File: config.mk
export PLATFORM = sky130hd
export DESIGN_NAME = mouse_position_register_block
export DESIGN_NICKNAME = d
export VERILOG_FILES = /design/src/hdl/mpr_pkg.sv /design/src/hdl/mpr_core.sv /design/src/hdl/mouse_position_register_block.sv
export SDC_FILE = /design/constraint.sdc
export NUM_CORES = 1
export LEC_CHECK = 0
export ABC_CLOCK_PERIOD_IN_PS = 6750
export BUFFER_PORTS_ARGS = -buffer_cell sky130_fd_sc_hd__buf_2
export CAP_MARGIN = 30
export CORE_AREA = 5 5 202 204
export DETAILED_ROUTE_END_ITERATION = 8
export DIE_AREA = 0 0 207 209
export SLEW_MARGIN = 30
export SYNTH_ARGS = -nofsm -noshare
export SYNTH_HDL_FRONTEND = slang
export SYNTH_SLANG_ARGS = --single-unit
File: constraint.sdc
create_clock -name clk -period 6.75 [get_ports clk]
set_input_delay 1.0125 -clock clk [delete_from_list [all_inputs] [get_ports clk]]
set_output_delay 1.0125 -clock clk [all_outputs]
set_load 0.02 [all_outputs]
File: src/hdl/mpr_pkg.sv
package mpr_pkg;

    typedef enum logic [2:0] {
        CMD_READ     = 3'd0,
        CMD_WRITE    = 3'd1,
        CMD_MOTION   = 3'd2,
        CMD_BTN_DOWN = 3'd3,
        CMD_BTN_UP   = 3'd4,
        CMD_TICK     = 3'd5
    } cmd_t;

    // Register offsets
    localparam logic [3:0] ADDR_POS_X_LO = 4'd0;
    localparam logic [3:0] ADDR_POS_X_HI = 4'd1;
    localparam logic [3:0] ADDR_POS_Y_LO = 4'd2;
    localparam logic [3:0] ADDR_POS_Y_HI = 4'd3;
    localparam logic [3:0] ADDR_BXL_LO   = 4'd4;
    localparam logic [3:0] ADDR_BXL_HI   = 4'd5;
    localparam logic [3:0] ADDR_BXH_LO   = 4'd6;
    localparam logic [3:0] ADDR_BXH_HI   = 4'd7;
    localparam logic [3:0] ADDR_BYL_LO   = 4'd8;
    localparam logic [3:0] ADDR_BYL_HI   = 4'd9;
    localparam logic [3:0] ADDR_BYH_LO   = 4'd10;
    localparam logic [3:0] ADDR_BYH_HI   = 4'd11;
    localparam logic [3:0] ADDR_STATUS   = 4'd14;
    localparam logic [3:0] ADDR_MODE     = 4'd15;

    localparam logic [7:0]  UNUSED_READ_VALUE = 8'hEE;
    localparam logic [15:0] BOUND_RESET       = 16'd1023;
    localparam logic [7:0]  INT_MASK          = 8'h0F;

    // Status bit positions
    localparam int ST_BUTTON      = 7;
    localparam int ST_LAST_BUTTON = 6;
    localparam int ST_MOVED       = 5;
    localparam int ST_INT_VBL     = 3;
    localparam int ST_INT_BUTTON  = 2;
    localparam int ST_INT_MOTION  = 1;
    localparam logic [7:0] ST_READ_CLEAR = 8'h2E;

    // Mode bit positions
    localparam int MD_INT_MOTION = 1;
    localparam int MD_INT_BUTTON = 2;

    typedef struct packed {
        logic [2:0]         command;
        logic [3:0]         reg_addr;
        logic [7:0]         write_data;
        logic signed [15:0] delta_x;
        logic signed [15:0] delta_y;
    } req_t;

    // Low bound first, then high bound: high wins when the bounds cross.
    function automatic logic [15:0] clamp_axis(input logic signed [16:0] v,
                                               input logic [15:0] lo,
                                               input logic [15:0] hi);
        logic signed [16:0] l;
        logic signed [16:0] h;
        logic signed [16:0] r;
        l = {lo[15], lo};
        h = {hi[15], hi};
        r = v;
        if (r < l) r = l;
        if (r > h) r = h;
        return r[15:0];
    endfunction

    function automatic logic [15:0] set_byte(input logic [15:0] word,
                                             input logic hi,
                                             input logic [7:0] b);
        return hi ? {b, word[7:0]} : {word[15:8], b};
    endfunction

    function automatic logic [7:0] get_byte(input logic [15:0] word, input logic hi);
        return hi ? word[15:8] : word[7:0];
    endfunction

endpackage

File: src/hdl/mpr_core.sv
module mpr_core (
    input  logic          clk,
    input  logic          rst_n,
    input  logic          exec,
    input  mpr_pkg::req_t req,
    output logic [7:0]    read_data_next,
    output logic          irq_next
);
    import mpr_pkg::*;

    logic [15:0] pos_x_reg, pos_y_reg, bxl_reg, bxh_reg, byl_reg, byh_reg;
    logic [15:0] pos_x_next, pos_y_next, bxl_next, bxh_next, byl_next, byh_next;
    logic [7:0]  status_reg, mode_reg, status_next, mode_next;
    logic        last_btn_reg, last_btn_next, irq_reg;
    logic [15:0] wr_px, wr_py;
    logic [7:0]  st_read;
    logic        addr_hi;
    cmd_t        cmd;

    assign addr_hi = req.reg_addr[0];
    assign cmd     = cmd_t'(req.command);

    always_comb
    begin
        pos_x_next     = pos_x_reg;
        pos_y_next     = pos_y_reg;
        bxl_next       = bxl_reg;
        bxh_next       = bxh_reg;
        byl_next       = byl_reg;
        byh_next       = byh_reg;
        status_next    = status_reg;
        mode_next      = mode_reg;
        last_btn_next  = last_btn_reg;
        irq_next       = irq_reg;
        read_data_next = '0;
        wr_px          = pos_x_reg;
        wr_py          = pos_y_reg;
        st_read        = status_reg;
        st_read[ST_LAST_BUTTON] = last_btn_reg;

        unique case (cmd)
            CMD_READ:
            begin
                unique case (req.reg_addr) inside
                    ADDR_POS_X_LO, ADDR_POS_X_HI: read_data_next = get_byte(pos_x_reg, addr_hi);
                    ADDR_POS_Y_LO, ADDR_POS_Y_HI: read_data_next = get_byte(pos_y_reg, addr_hi);
                    ADDR_BXL_LO, ADDR_BXL_HI:     read_data_next = get_byte(bxl_reg, addr_hi);
                    ADDR_BXH_LO, ADDR_BXH_HI:     read_data_next = get_byte(bxh_reg, addr_hi);
                    ADDR_BYL_LO, ADDR_BYL_HI:     read_data_next = get_byte(byl_reg, addr_hi);
                    ADDR_BYH_LO, ADDR_BYH_HI:     read_data_next = get_byte(byh_reg, addr_hi);
                    ADDR_STATUS:
                    begin
                        // Latch button history, return, then drop event flags
                        read_data_next = st_read;
                        last_btn_next  = status_reg[ST_BUTTON];
                        status_next    = st_read & ~ST_READ_CLEAR;
                        irq_next       = |(mode_reg & INT_MASK & (st_read & ~ST_READ_CLEAR));
                    end
                    ADDR_MODE:                    read_data_next = mode_reg;
                    default:                      read_data_next = UNUSED_READ_VALUE;
                endcase
            end
            CMD_WRITE:
            begin
                unique case (req.reg_addr) inside
                    ADDR_POS_X_LO, ADDR_POS_X_HI: wr_px = set_byte(pos_x_reg, addr_hi, req.write_data);
                    ADDR_POS_Y_LO, ADDR_POS_Y_HI: wr_py = set_byte(pos_y_reg, addr_hi, req.write_data);
                    ADDR_BXL_LO, ADDR_BXL_HI:     bxl_next = set_byte(bxl_reg, addr_hi, req.write_data);
                    ADDR_BXH_LO, ADDR_BXH_HI:     bxh_next = set_byte(bxh_reg, addr_hi, req.write_data);
                    ADDR_BYL_LO, ADDR_BYL_HI:     byl_next = set_byte(byl_reg, addr_hi, req.write_data);
                    ADDR_BYH_LO, ADDR_BYH_HI:     byh_next = set_byte(byh_reg, addr_hi, req.write_data);
                    ADDR_STATUS:                  status_next = req.write_data;
                    ADDR_MODE:                    mode_next = req.write_data;
                    default:                      ;
                endcase
                // Every write re-clamps against the updated bounds
                pos_x_next = clamp_axis({wr_px[15], wr_px}, bxl_next, bxh_next);
                pos_y_next = clamp_axis({wr_py[15], wr_py}, byl_next, byh_next);
            end
            CMD_MOTION:
            begin
                if ((req.delta_x != '0) || (req.delta_y != '0))
                begin
                    pos_x_next = clamp_axis({pos_x_reg[15], pos_x_reg} +
                                            {req.delta_x[15], req.delta_x}, bxl_reg, bxh_reg);
                    pos_y_next = clamp_axis({pos_y_reg[15], pos_y_reg} +
                                            {req.delta_y[15], req.delta_y}, byl_reg, byh_reg);
                    status_next[ST_MOVED] = 1'b1;
                    if (mode_reg[MD_INT_MOTION])
                    begin
                        status_next[ST_INT_MOTION] = 1'b1;
                        irq_next = |(mode_reg & INT_MASK & status_next);
                    end
                end
            end
            CMD_BTN_DOWN:
            begin
                status_next[ST_BUTTON] = 1'b1;
                if (mode_reg[MD_INT_BUTTON])
                begin
                    status_next[ST_INT_BUTTON] = 1'b1;
                    irq_next = |(mode_reg & INT_MASK & status_next);
                end
            end
            CMD_BTN_UP:
            begin
                status_next[ST_BUTTON] = 1'b0;
            end
            CMD_TICK:
            begin
                status_next[ST_INT_VBL] = 1'b1;
                irq_next = |(mode_reg & INT_MASK & status_next);
            end
            default: ;
        endcase
    end

    always_ff @(posedge clk or negedge rst_n)
    begin
        if (!rst_n)
        begin
            pos_x_reg    <= '0;
            pos_y_reg    <= '0;
            bxl_reg      <= '0;
            bxh_reg      <= BOUND_RESET;
            byl_reg      <= '0;
            byh_reg      <= BOUND_RESET;
            status_reg   <= '0;
            mode_reg     <= '0;
            last_btn_reg <= 1'b0;
            irq_reg      <= 1'b0;
        end
        else if (exec)
        begin
            pos_x_reg    <= pos_x_next;
            pos_y_reg    <= pos_y_next;
            bxl_reg      <= bxl_next;
            bxh_reg      <= bxh_next;
            byl_reg      <= byl_next;
            byh_reg      <= byh_next;
            status_reg   <= status_next;
            mode_reg     <= mode_next;
            last_btn_reg <= last_btn_next;
            irq_reg      <= irq_next;
        end
    end

endmodule

File: src/hdl/mouse_position_register_block.sv
// Mouse position register block: byte registers of a bus mouse card plus
// event inputs (motion, button press/release, frame tick).
//
// Input channel: in_valid/in_ready carry one request (command, reg_addr,
// write_data, delta_x, delta_y). Output channel: out_valid/out_ready carry
// one response per request (read_data, irq).
//
// A request lands in the input register, then the single-pass execute logic
// (one 17-bit add and two compares per axis) updates the register file and
// loads the response register when the response slot is free or draining.
// Throughput: one request per cycle while out_ready is high; the input
// register and the response register are the only stages, so a new request
// is taken while an earlier response still waits.
// Stall: while out_ready is low the response holds, the pending request
// waits in the input register, and in_ready drops once both are full.
// Reset: rst_n clears both stages, positions, status, mode and irq, and
// loads both high bounds with 1023.
module mouse_position_register_block (
    input  logic               clk,
    input  logic               rst_n,
    input  logic               in_valid,
    output logic               in_ready,
    input  logic [2:0]         command,
    input  logic [3:0]         reg_addr,
    input  logic [7:0]         write_data,
    input  logic signed [15:0] delta_x,
    input  logic signed [15:0] delta_y,
    output logic               out_valid,
    input  logic               out_ready,
    output logic [7:0]         read_data,
    output logic               irq
);
    import mpr_pkg::*;

    logic       in_vld_reg, in_vld_next;
    req_t       in_req_reg;
    logic       out_vld_reg, out_vld_next;
    logic [7:0] rd_reg;
    logic       irq_reg;
    logic       advance;
    logic       take;
    logic [7:0] rd_next;
    logic       irq_next;

    // Execute the held request when the response slot is free or draining
    assign advance  = in_vld_reg && (!out_vld_reg || out_ready);
    assign in_ready = !in_vld_reg || advance;
    assign take     = in_valid && in_ready;

    assign in_vld_next  = take || (in_vld_reg && !advance);
    assign out_vld_next = advance || (out_vld_reg && !out_ready);

    always_ff @(posedge clk or negedge rst_n)
    begin
        if (!rst_n)
        begin
            in_vld_reg  <= 1'b0;
            out_vld_reg <= 1'b0;
        end
        else
        begin
            in_vld_reg  <= in_vld_next;
            out_vld_reg <= out_vld_next;
        end
    end

    // Capture the request payload on acceptance
    always_ff @(posedge clk)
    begin
        if (take)
        begin
            in_req_reg.command    <= command;
            in_req_reg.reg_addr   <= reg_addr;
            in_req_reg.write_data <= write_data;
            in_req_reg.delta_x    <= delta_x;
            in_req_reg.delta_y    <= delta_y;
        end
    end

    mpr_core u_core (
        .clk            (clk),
        .rst_n          (rst_n),
        .exec           (advance),
        .req            (in_req_reg),
        .read_data_next (rd_next),
        .irq_next       (irq_next)
    );

    // Hold the response until the receiver takes it
    always_ff @(posedge clk)
    begin
        if (advance)
        begin
            rd_reg  <= rd_next;
            irq_reg <= irq_next;
        end
    end

    assign out_valid = out_vld_reg;
    assign read_data = rd_reg;
    assign irq       = irq_reg;

endmodule

-- Word level (Yosys, flattened, before mapping)
Cells that the tools add are included.
- $add $sub $neg: 2
- multiply operators: 0
- divide/modulo/power cells: 0
- $lt $le $gt $ge: 8
- eq/ne operators: 23
- shifts and indexed selects: 0
- multiplexer cells: 62
- bitwise operators: 5
- reductions and logical operators: 44
- operators with widths (cell ; count):
    $mux W16 ; 24
    $mux W17 ; 10
    $gt A17 B16 Y1 ; 4
    $pmux W16 S2 ; 2
    $pmux W8 S8 ; 1
    $mux W8 ; 7
    $add A16 B16 Y17 ; 2
    $lt A17 B16 Y1 ; 2
    $and A4 B8 Y8 ; 4
    $lt A16 B16 Y1 ; 2
    $reduce_bool A16 Y1 ; 2
    $reduce_or A8 Y1 ; 4
    $eq A4 B4 Y1 const B ; 6
    $eq A4 B3 Y1 const B ; 4
    $reduce_and A4 Y1 ; 4
    $pmux W1 S3 ; 4
    $reduce_bool A3 Y1 ; 4
    $reduce_or A2 Y1 ; 6
    $ne A2 B1 Y1 const B ; 5
    $reduce_and A5 Y1 ; 2
    $reduce_and A3 Y1 ; 3
    $eq A4 B2 Y1 const B ; 2
    $mux W1 ; 8
    $pmux W1 S4 ; 2
    other kinds (15) ; 30
- register bits: 172
- latch bits: 0
- RAM bits: 0
- bits in read-only memories: 0
- output and inout port bits: 11
- logic and storage cells: 169
- memories kept: 0

-- Depth between registers and ports, before layout
Gate-level depths: netlist of the first run.
- depth after elaboration: 10
- depth in mapped cells: 29
- mapped depth without buffers: 27

-- Hierarchy
Synthesis of the first run repeated with hierarchy kept, for this count alone.
- cell total of the unflattened synthesis: 1614
- area total of the unflattened synthesis: 14320.0 um2
- modules (own cells, without submodules) (module ; times used ; cells an instance ; area each (um2)):
    mpr_core ; 1 ; 1550 ; 12534.5
    mouse_position_register_block ; 1 ; 64 ; 1785.5

-- Worst setup path before layout of the first run
No wires, ideal clock.
- path kind: flip-flop to flip-flop
- start: reg u_core.pos_x_reg[0]
- end: reg u_core.pos_x_reg[14]
- data arrival time: 5.783 ns
- slack: 0.847 ns
- cell stages (with the launch flop): 28
- buffers on the path: 2
- clock period less this slack: 5.903 ns
- cell sequence: dfrtp_1 > ha_1 > inv_1 > fa_1 > nor2b_1 > o31a_1 > o211ai_1 > a21o_1 > a21oi_1 > or4_1 > and3_1 > ha_1 > and4_1 > a21oi_1 > o21ai_1 > mux2i_1 > a21oi_1 > buf_2 > mux2_2 > ha_1 > a21o_1 > a21o_1 > a21oi_1 > nor3_1 > o41ai_1 > clkbuf_1 > nand3_1 > o211a_1
- word-level cells in the longest chain between the ends: 9
- elaborated cells between the ends (all ways): 17
- those cells by class: add/sub (1); order compare (4); mux (12)
- ends and longest elaborated chain (what ; RTL line ; text):
    start, declared ; mpr_core.sv:11 ; logic [15:0] pos_x_reg, pos_y_reg, bxl_reg, bxh_reg, byl_reg, byh_reg;
    start signal, assigned ; mpr_core.sv:135 ; pos_x_reg <= pos_x_next;
    $add A16 B16 Y17 / $mux W16 (equally long branches) ; mpr_core.sv:84, mpr_pkg.sv:71 ;
    $lt A17 B16 Y1 / $mux W16 (equally long branches) ; mpr_pkg.sv:63, mpr_core.sv:65 ;
    $mux W17 / $mux W16 (equally long branches) ; mpr_pkg.sv:63, mpr_core.sv:41 ;
    $mux W17 / $lt A16 B16 Y1 (equally long branches) ; mpr_core.sv:82, mpr_pkg.sv:63 ;
    $mux W17 (on tied branches) ; mpr_core.sv:41, mpr_pkg.sv:63 ;
    $gt A17 B16 Y1 / $mux W17 (equally long branches) ; mpr_pkg.sv:64, mpr_core.sv:41 ;
    $mux W16 / $gt A17 B16 Y1 (equally long branches) ; mpr_pkg.sv:64 ; if (r > h) r = h;
    $mux W16 (on tied branches) ; mpr_core.sv:82, mpr_pkg.sv:64 ;
    $pmux W16 S2 (*) ; mpr_core.sv:41 ; unique case (cmd)
Every way passes the cells marked *; elsewhere a longest branch is shown, timed or not. The select of a mux whose other input is x is not followed.
A chain may end at the register's enable or synchronous reset.

-- Final worst setup path of the first run
- start: reg u_core.pos_y_reg[0]
- end: reg u_core.pos_y_reg[15]
- word-level cells in the longest chain between the ends: 9
- elaborated cells between the ends (all ways): 17
- those cells by class: add/sub (1); order compare (4); mux (12)
- ends and longest elaborated chain (what ; RTL line ; text):
    start, declared ; mpr_core.sv:11 ;
    start signal, assigned ; mpr_core.sv:136 ; pos_y_reg <= pos_y_next;
    $add A16 B16 Y17 / $mux W16 (equally long branches) ; mpr_core.sv:86, mpr_pkg.sv:71 ;
    $lt A17 B16 Y1 / $mux W16 (equally long branches) ; mpr_pkg.sv:63, mpr_core.sv:65 ;
    $mux W17 / $mux W16 (equally long branches) ; mpr_pkg.sv:63, mpr_core.sv:41 ;
    $mux W17 / $lt A16 B16 Y1 (equally long branches) ; mpr_core.sv:82, mpr_pkg.sv:63 ;
    $mux W17 (on tied branches) ; mpr_core.sv:41, mpr_pkg.sv:63 ;
    $gt A17 B16 Y1 / $mux W17 (equally long branches) ; mpr_pkg.sv:64, mpr_core.sv:41 ;
    $mux W16 / $gt A17 B16 Y1 (equally long branches) ; mpr_pkg.sv:64 ;
    $mux W16 (on tied branches) ; mpr_core.sv:82, mpr_pkg.sv:64 ;
    $pmux W16 S2 (*) ; mpr_core.sv:41 ;
Marked as above.

==> results of run 1 <==
==> worst max-delay path by stage <==
| stage | startpoint | endpoint | slack [ns] | depth (start not counted) |
|---|---|---|---|---|
| 4_1_cts | u_core.pos_x_reg[0] | u_core.pos_x_reg[5] | 0.14 | 28 |
| 6_report | u_core.pos_y_reg[0] | u_core.pos_y_reg[15] | 0.42 | 26 |
| 3_3_place_gp | in_req_reg[17] | u_core.pos_x_reg[5] | 0.24 | 26 |
| 2_1_floorplan | u_core.pos_x_reg[0] | u_core.pos_x_reg[14] | 0.85 | 27 |
| 3_5_place_dp | u_core.pos_x_reg[0] | u_core.pos_x_reg[5] | 0.16 | 28 |
| 5_1_grt | u_core.pos_x_reg[0] | u_core.pos_x_reg[14] | 0.02 | 27 |
==> cell usage in the layout, fill, tap and decap left out, drive strengths merged, types with 6 or more instances in the layout <==
master,instances
ha,160
nand2,156
a21oi,144
nor2,135
o21ai,129
inv,120
buf,111
dfrtp,95
mux2i,84
edfxtp,56
mux2,51
nor3,31
a221oi,29
o211ai,29
nand3,27
a21o,26
nand4,25
nand2b,20
nor2b,20
dfstp,20
o21a,19
clkbuf,19
a31oi,15
a211oi,14
nor4,13
xnor2,12
a22oi,11
a22o,11
o31ai,7
o221ai,7
o2111ai,7
xor2,6
or3,6
a21bo,6
==> kinds of logic after synthesis <==
family,count (synthesis),synth area share (%)
compound gates,503,22.5
flops,171,31.7
fa+ha+maj,162,14.1
buf+inv,196,5.30
simple gates,461,15.5
mux,135,9.85
xor+xnor,18,1.09
==> final cells by class <==
class	count	area (um^2)
multi-input combinational	1279	9210
clock buffer	19	433
fill	3948	22900
clock inverter	13	119
timing repair buffer	111	724
tap	525	657
sequential	171	4590
inverter	116	435
==> critical path, delay by kind of cell (launching register included) <==
kind,cells,cell delay (ns)
mux,1,0.42
compound gates,13,2.60
simple gates,5,0.92
flops,1,0.47
fa+ha+maj,4,1.32
buf+inv,3,0.45
==> cells in the mapped netlist, types with 6 or more instances <==
cell type  number
clkbuf_1       64
a21oi_1       144
a221oi_1       29
nand2b_1       20
nand4_1        25
xor2_1          6
nand3_1        26
dfstp_2        20
ha_1          160
o221ai_1        7
o21a_1         19
xnor2_1        12
dfrtp_1        95
o211ai_1       28
mux2_1          8
buf_2          10
mux2_2         43
nor2_1        134
a211oi_1       13
nand2_1       154
nor3_1         26
a22oi_1        11
a21o_1         26
inv_1         115
nor4_1         11
o2111ai_1       6
nor2b_1        20
a22o_1         11
a31oi_1        15
o21ai_1        12
o31ai_1         7
o21ai_0       116
mux2i_1        81
edfxtp_1       56
or3_1           6
==> stage by stage <==
step                total power, W  area [um^2]  instances
finish                     0.00934        16200       2234
global route                0.0101        16200       2234
CTS                        0.00920        16100       2234
floorplan                  0.00617        14500       1646
global placement           0.00809        15600       2202
detailed placement         0.00815        15600       2202
==> layer usage <==
layer / share of wire, % / vias up / track usage, %
li1: - / 6192 / -
met4: 4.7 / 0 / 10.8
met3: 5.8 / 110 / 4.40
met1: 41 / 6446 / 30.5
met2: 48 / 442 / 41.7
met5: 0 / - / 0
==> power by group <==
| group | internal, W | leakage, nW | switching [W] |
|---|---|---|---|
| Combinational | 0.00274 | 4.46 | 0.00389 |
| Clock | 0.000511 | 0.261 | 0.000479 |
| Sequential | 0.00131 | 2.00 | 0.000400 |
| Total | 0.00457 | 6.71 | 0.00477 |
==> reports/qor.csv, run 1 <==
metric;value;unit
tightest_slew;1.07;ns
cp_data_arrival_time;6.67;ns
outcome;complete, no violations;
numCtsBuffers;17;
io_pins;62;
wl_per_cell;24.2;um
die_x;207;um
hpwl;41.0;mm
report.final.slew_viol_count;0;
synth_area_leaders;dfrtp_1, ha_1, edfxtp_1;
r2r_slack;0.42;ns
drtIter0Drc;1184;
initial_core_util;37.0;%
hold_path.class;register to register;
grt_start_max_net_pins;79;
skew;0.0134;ns
ys_async_sr_fraction;67.3;%
cts_hold_buffers;0;
setup_ws;0.425;ns
synth_area_leader_cell;dfrtp_1;
vdd_drop_max;0.762;mV
drcViolationCount;0;
port_buffers;61;
finalHoldViolations;0;
largest_register_ffs;47;
clock_sinks;171;
grt_pass1_vias;12900;
rr_endpoint;u_core.pos_y_reg[15];
critPathMaxFanout;10;
syn_area;14500;um^2
pre_cts_slack;0.164;ns
die_y;209;um
relSlewSlack;28.6;%
core;39100;um^2
gp_congestion;0.937;
yosysTopAreaCellShare;16.4;%
clock_path_buffers;2;
post_cts_buffers;0;
rows;73;
ys_warn_count;0;
maxCapViolCount;0;
syn_nets;1859;
cts-root-buf;clkbuf_16;
avgSynthCellArea;8.80;um^2
h-tree-depth;4;
required;7.09;ns
whs;0.493;ns
cpMostUsedCell;ha_1;
yosysSeqAreaShare;31.7;%
power.leakage;6.71;nW
rsz0062_at_grt;no;
nNetsFinal;1909;
cp_slowest_stage_delay;0.47;ns
hold_start;u_core.byh_reg[7];
tritoncts;done;
slowest_stage;dfrtp_1;
r2r_cells;26;
detail-route-antenna-nets;0;
cts_resized;0;
crit_path_end_kind;register;
clkTransAtPathRegs;0.08;ns
max_freq;0.158;GHz
reg2reg_from;u_core.pos_y_reg[0];
synth_cell_types;92;
vias_per_cell;5.90;
grt_use_total;24.5;%
dieArea;43300;um^2
syn2layout_area_growth;11.6;%
grt_pass1_wl;81.2;mm
setup_violations;0;
p_per_area;578;nW/um^2
min_path_cells;2;
clkLatencyLatePin;0.47;ns
setup_tns;0;ns
n_antenna_cell;0;
drt-total-wl;54.1;mm
gr-total-overflow;0;
min_period_over_period;93.7;%
startpoint_type;register;
worst-setup-path-type;register to register;
drt_pass1_iterations;7;
min_period;6.33;ns
drive_gt1_share;14.6;%
antenna_found_initial;2;
hold_end;u_core.byh_reg[7];
vias;13200;
utilization;41.3;%
synth_cells;1646;
ys.flop_type;dfrtp_1;
synth_enable_flop_cells;56;
ys_ff_latch;171;
(Power assumes the default switching activity.)
==> run 2, diff against run 1 <==
--- a/config.mk
+++ b/config.mk
@@ -8,10 +8,11 @@
 export ABC_CLOCK_PERIOD_IN_PS = 6750
 export BUFFER_PORTS_ARGS = -buffer_cell sky130_fd_sc_hd__buf_2
 export CAP_MARGIN = 30
-export CORE_AREA = 5 5 202 204
+export CORE_AREA = 5 5 201 203
 export DETAILED_ROUTE_END_ITERATION = 8
-export DIE_AREA = 0 0 207 209
+export DIE_AREA = 0 0 206 208
 export SLEW_MARGIN = 30
 export SYNTH_ARGS = -nofsm -noshare
 export SYNTH_HDL_FRONTEND = slang
+export SYNTH_HIERARCHICAL = 1
 export SYNTH_SLANG_ARGS = --single-unit
==> run 2 against run 1 <==
  * Die area fell by 0.96%
  * Core utilization up 1.1 points
  * Highest routed layer unchanged
  * Via count is 0.83% higher
  * Cell area rose by 0.49%
  * Sequential share of layout area is 0.15 points lower
  * First-iteration DRC count grew 6.6%
  * Area after synthesis down 1.1%
==> reports/qor.csv, run 2 <==
metric;value;unit;change
finalHoldViolations;0;;unchanged
n_antenna_cell;0;;unchanged
setup_tns;0;ns;unchanged
syn_nets;1827;;-1.7%
report.final.slew_viol_count;0;;unchanged
p_per_area;483;nW/um^2;-16%
avgSynthCellArea;8.87;um^2;+0.87%
vdd_drop_max;0.329;mV;-57%
dieArea;42800;um^2;-0.96%
synthTopCellsByCount;ha_1, nand2_1, inv_1, o21ai_0, a21oi_1;;
relSlewSlack;29.4;%;+0.85 points
drtIter0Drc;1262;;+6.6%
required;7.11;ns;+0.02 ns
clkTransAtPathRegs;0.07;ns;about the same
synth_area_leader_cell;dfrtp_1;;
tritoncts;done;;
synth_enable_flop_cells;56;;unchanged
startpoint_type;register;;
vias_per_cell;6.00;;+1.6%
rr_endpoint;u_core/pos_y_reg[14];;
cp_data_arrival_time;6.78;ns;+0.11 ns
r2r_slack;0.34;ns;-0.09 ns
cp_slowest_stage_delay;0.55;ns;+0.08 ns
numCtsBuffers;17;;unchanged
pre_cts_slack;0.135;ns;-0.0293 ns
post-synth-top-count-cell;ha_1;;
min_period_over_period;95.0;%;+1.3 points
rows;72;;-1.4%
power.leakage;7.00;nW;+4.3%
synth_area_leaders;dfrtp_1, ha_1, edfxtp_1;;
grt_pass1_vias;13000;;+0.91%
drcViolationCount;0;;unchanged
r2r_cells;25;;-3.8%
port_buffers;61;;unchanged
tightest_slew;1.05;ns;-0.0176 ns
grt_pass1_wl;81.0;mm;-0.17%
worst-setup-path-type;register to register;;
grt_start_max_net_pins;83;;+5.1%
yosysSeqAreaShare;32.0;%;+0.35 points
reg2reg_from;u_core/pos_y_reg[0];;
synth_cells;1614;;-1.9%
drt-total-wl;53.9;mm;-0.37%
slowest_stage;or4_1;;
setup_ws;0.336;ns;-0.0889 ns
die_y;208;um;-0.48%
yosysTopAreaCellShare;16.6;%;+0.18 points
final_common_cell;ha_1;;
io_pins;62;;unchanged
rsz0062_at_grt;no;;
antenna_found_initial;0;;-2
crit_path_end_kind;register;;
utilization;42.4;%;+1.1 points
wl_per_cell;24.3;um;+0.35%
syn2layout_area_growth;13.4;%;
nNetsFinal;1900;;-0.47%
h-tree-depth;4;;unchanged
maxCapViolCount;0;;unchanged
min_period;6.41;ns;+0.0889 ns
gr-total-overflow;0;;unchanged
ys_warn_count;6;;+6
hold_path.class;register to register;;
core;38300;um^2;-2.1%
max_freq;0.156;GHz;-1.4%
ys_ff_latch;171;;unchanged
largest_register_ffs;47;;unchanged
clock_sinks;171;;unchanged
synth_cell_types;84;;-8.7%
hpwl;41.6;mm;+1.5%
detail-route-antenna-nets;0;;unchanged
critPathMaxFanout;14;;+4
vias;13300;;+0.83%
outcome;complete, no violations;;
gp_congestion;1.00;;+6.7%
syn_area;14300;um^2;-1.1%
ys_async_sr_fraction;67.3;%;unchanged
grt_use_total;25.0;%;+0.44 points
setup_violations;0;;unchanged
die_x;206;um;-0.48%
clock_path_buffers;2;;unchanged
drive_gt1_share;14.6;%;-0.040 points
final_cell_mix;ha_1, nand2_1, inv_1, o21ai_0, a21oi_1;;
drt_pass1_iterations;8;;+1
cp-endpoint;u_core/pos_y_reg[14];;
ys.flop_type;dfrtp_1;;
clkLatencyLatePin;0.48;ns;about the same
cpMostUsedCell;ha_1;;
hold_start;u_core/bxl_reg[4];;
cts-root-buf;clkbuf_16;;
setup.worst_path.start;u_core/pos_y_reg[0];;
initial_core_util;37.4;%;+0.37 points
skew;0.0246;ns;+0.0112 ns
-- run 2: cell count changes in the layout (fill, tap and decap cells not counted), moves of 10 or more --
cell,change
mux2i_1,+26
a21oi_1,-19
buf_4,+17
inv_1,+17
nand2_1,-17
nor2_1,-16
o211ai_1,-16
a222oi_1,+13
mux2_2,-13
o21ai_0,+13
o21a_1,-10
-- run 2: worst min-delay path by stage --
stage / end / slack (ns) / cells past startpoint
after floorplan: u_core/bxl_reg[4] / 0.45 / 2
after global placement: u_core/bxl_reg[4] / 0.47 / 2
after detailed placement: u_core/bxl_reg[4] / 0.48 / 2
final: u_core/bxl_reg[4] / 0.49 / 2
after global routing: u_core/mode_reg[4] / 0.54 / 1
after CTS: u_core/bxl_reg[4] / 0.50 / 2
-- run 2: final cells by class --
cell class	instances	area, um^2
well taps	518	648
fillers	3768	22000
flip-flops and latches	171	4580
inverters	132	495
repair buffers	131	912
clock inverters	7	77.6
multi-input cells	1234	9010
clock buffers	25	517
-- run 2: per-stage QoR --
stage / hold slack, ns / cell area [um^2] / cells / power, W
2_1_floorplan: 0.450 / 14300 / 1614 / 0.00503
3_3_place_gp: 0.465 / 15600 / 2181 / 0.00658
3_5_place_dp: 0.480 / 15600 / 2181 / 0.00664
4_1_cts: 0.495 / 16100 / 2213 / 0.00773
5_1_grt: 0.541 / 16200 / 2218 / 0.00848
6_report: 0.492 / 16200 / 2218 / 0.00785
-- run 2: critical path, delay by kind of cell, from the launching register on --
family	cells	cell delay (ns)
AO/OA/AOI/OAI	13	2.72
adder cells (fa/ha/maj)	4	1.30
buffers and inverters	1	0.07
flip-flops	1	0.40
multiplexers	2	0.72
AND/OR/NAND/NOR	5	1.08
-- run 2: kinds of logic after synthesis --
family,Yosys count,synth area share (%)
AO/OA/AOI/OAI,484,22.1
XOR/XNOR,26,1.59
adder cells (fa/ha/maj),162,14.3
buffers and inverters,209,5.68
flip-flops,171,32.0
multiplexers,140,10.1
AND/OR/NAND/NOR,422,14.3
-- run 2: layer usage --
metal | track usage, % | vias up | share of wire [%]
met3 | 4.28 | 122 | 6.8
met4 | 11.3 | 0 | 5.0
li1 | - | 6130 | -
met2 | 40.0 | 577 | 46
met1 | 32.9 | 6470 | 42
met5 | 0 | - | 0
-- run 2: timing repair --
| action | in CTS | in global routing |
|---|---|---|
| setup endpoints to repair | 0 | 31 |
| hold buffers | 0 | 0 |
| gates resized for setup | 0 | 15 |
| hold endpoints to repair | 0 | 0 |
| buffers inserted | 0 | 5 |
-- run 2: report_power, final --
group | total [W] | internal (W) | switching, W
logic | 0.00519 | 0.00223 | 0.00296
clock network | 0.00105 | 0.000575 | 0.000477
registers | 0.00161 | 0.00126 | 0.000347
total | 0.00785 | 0.00406 | 0.00379
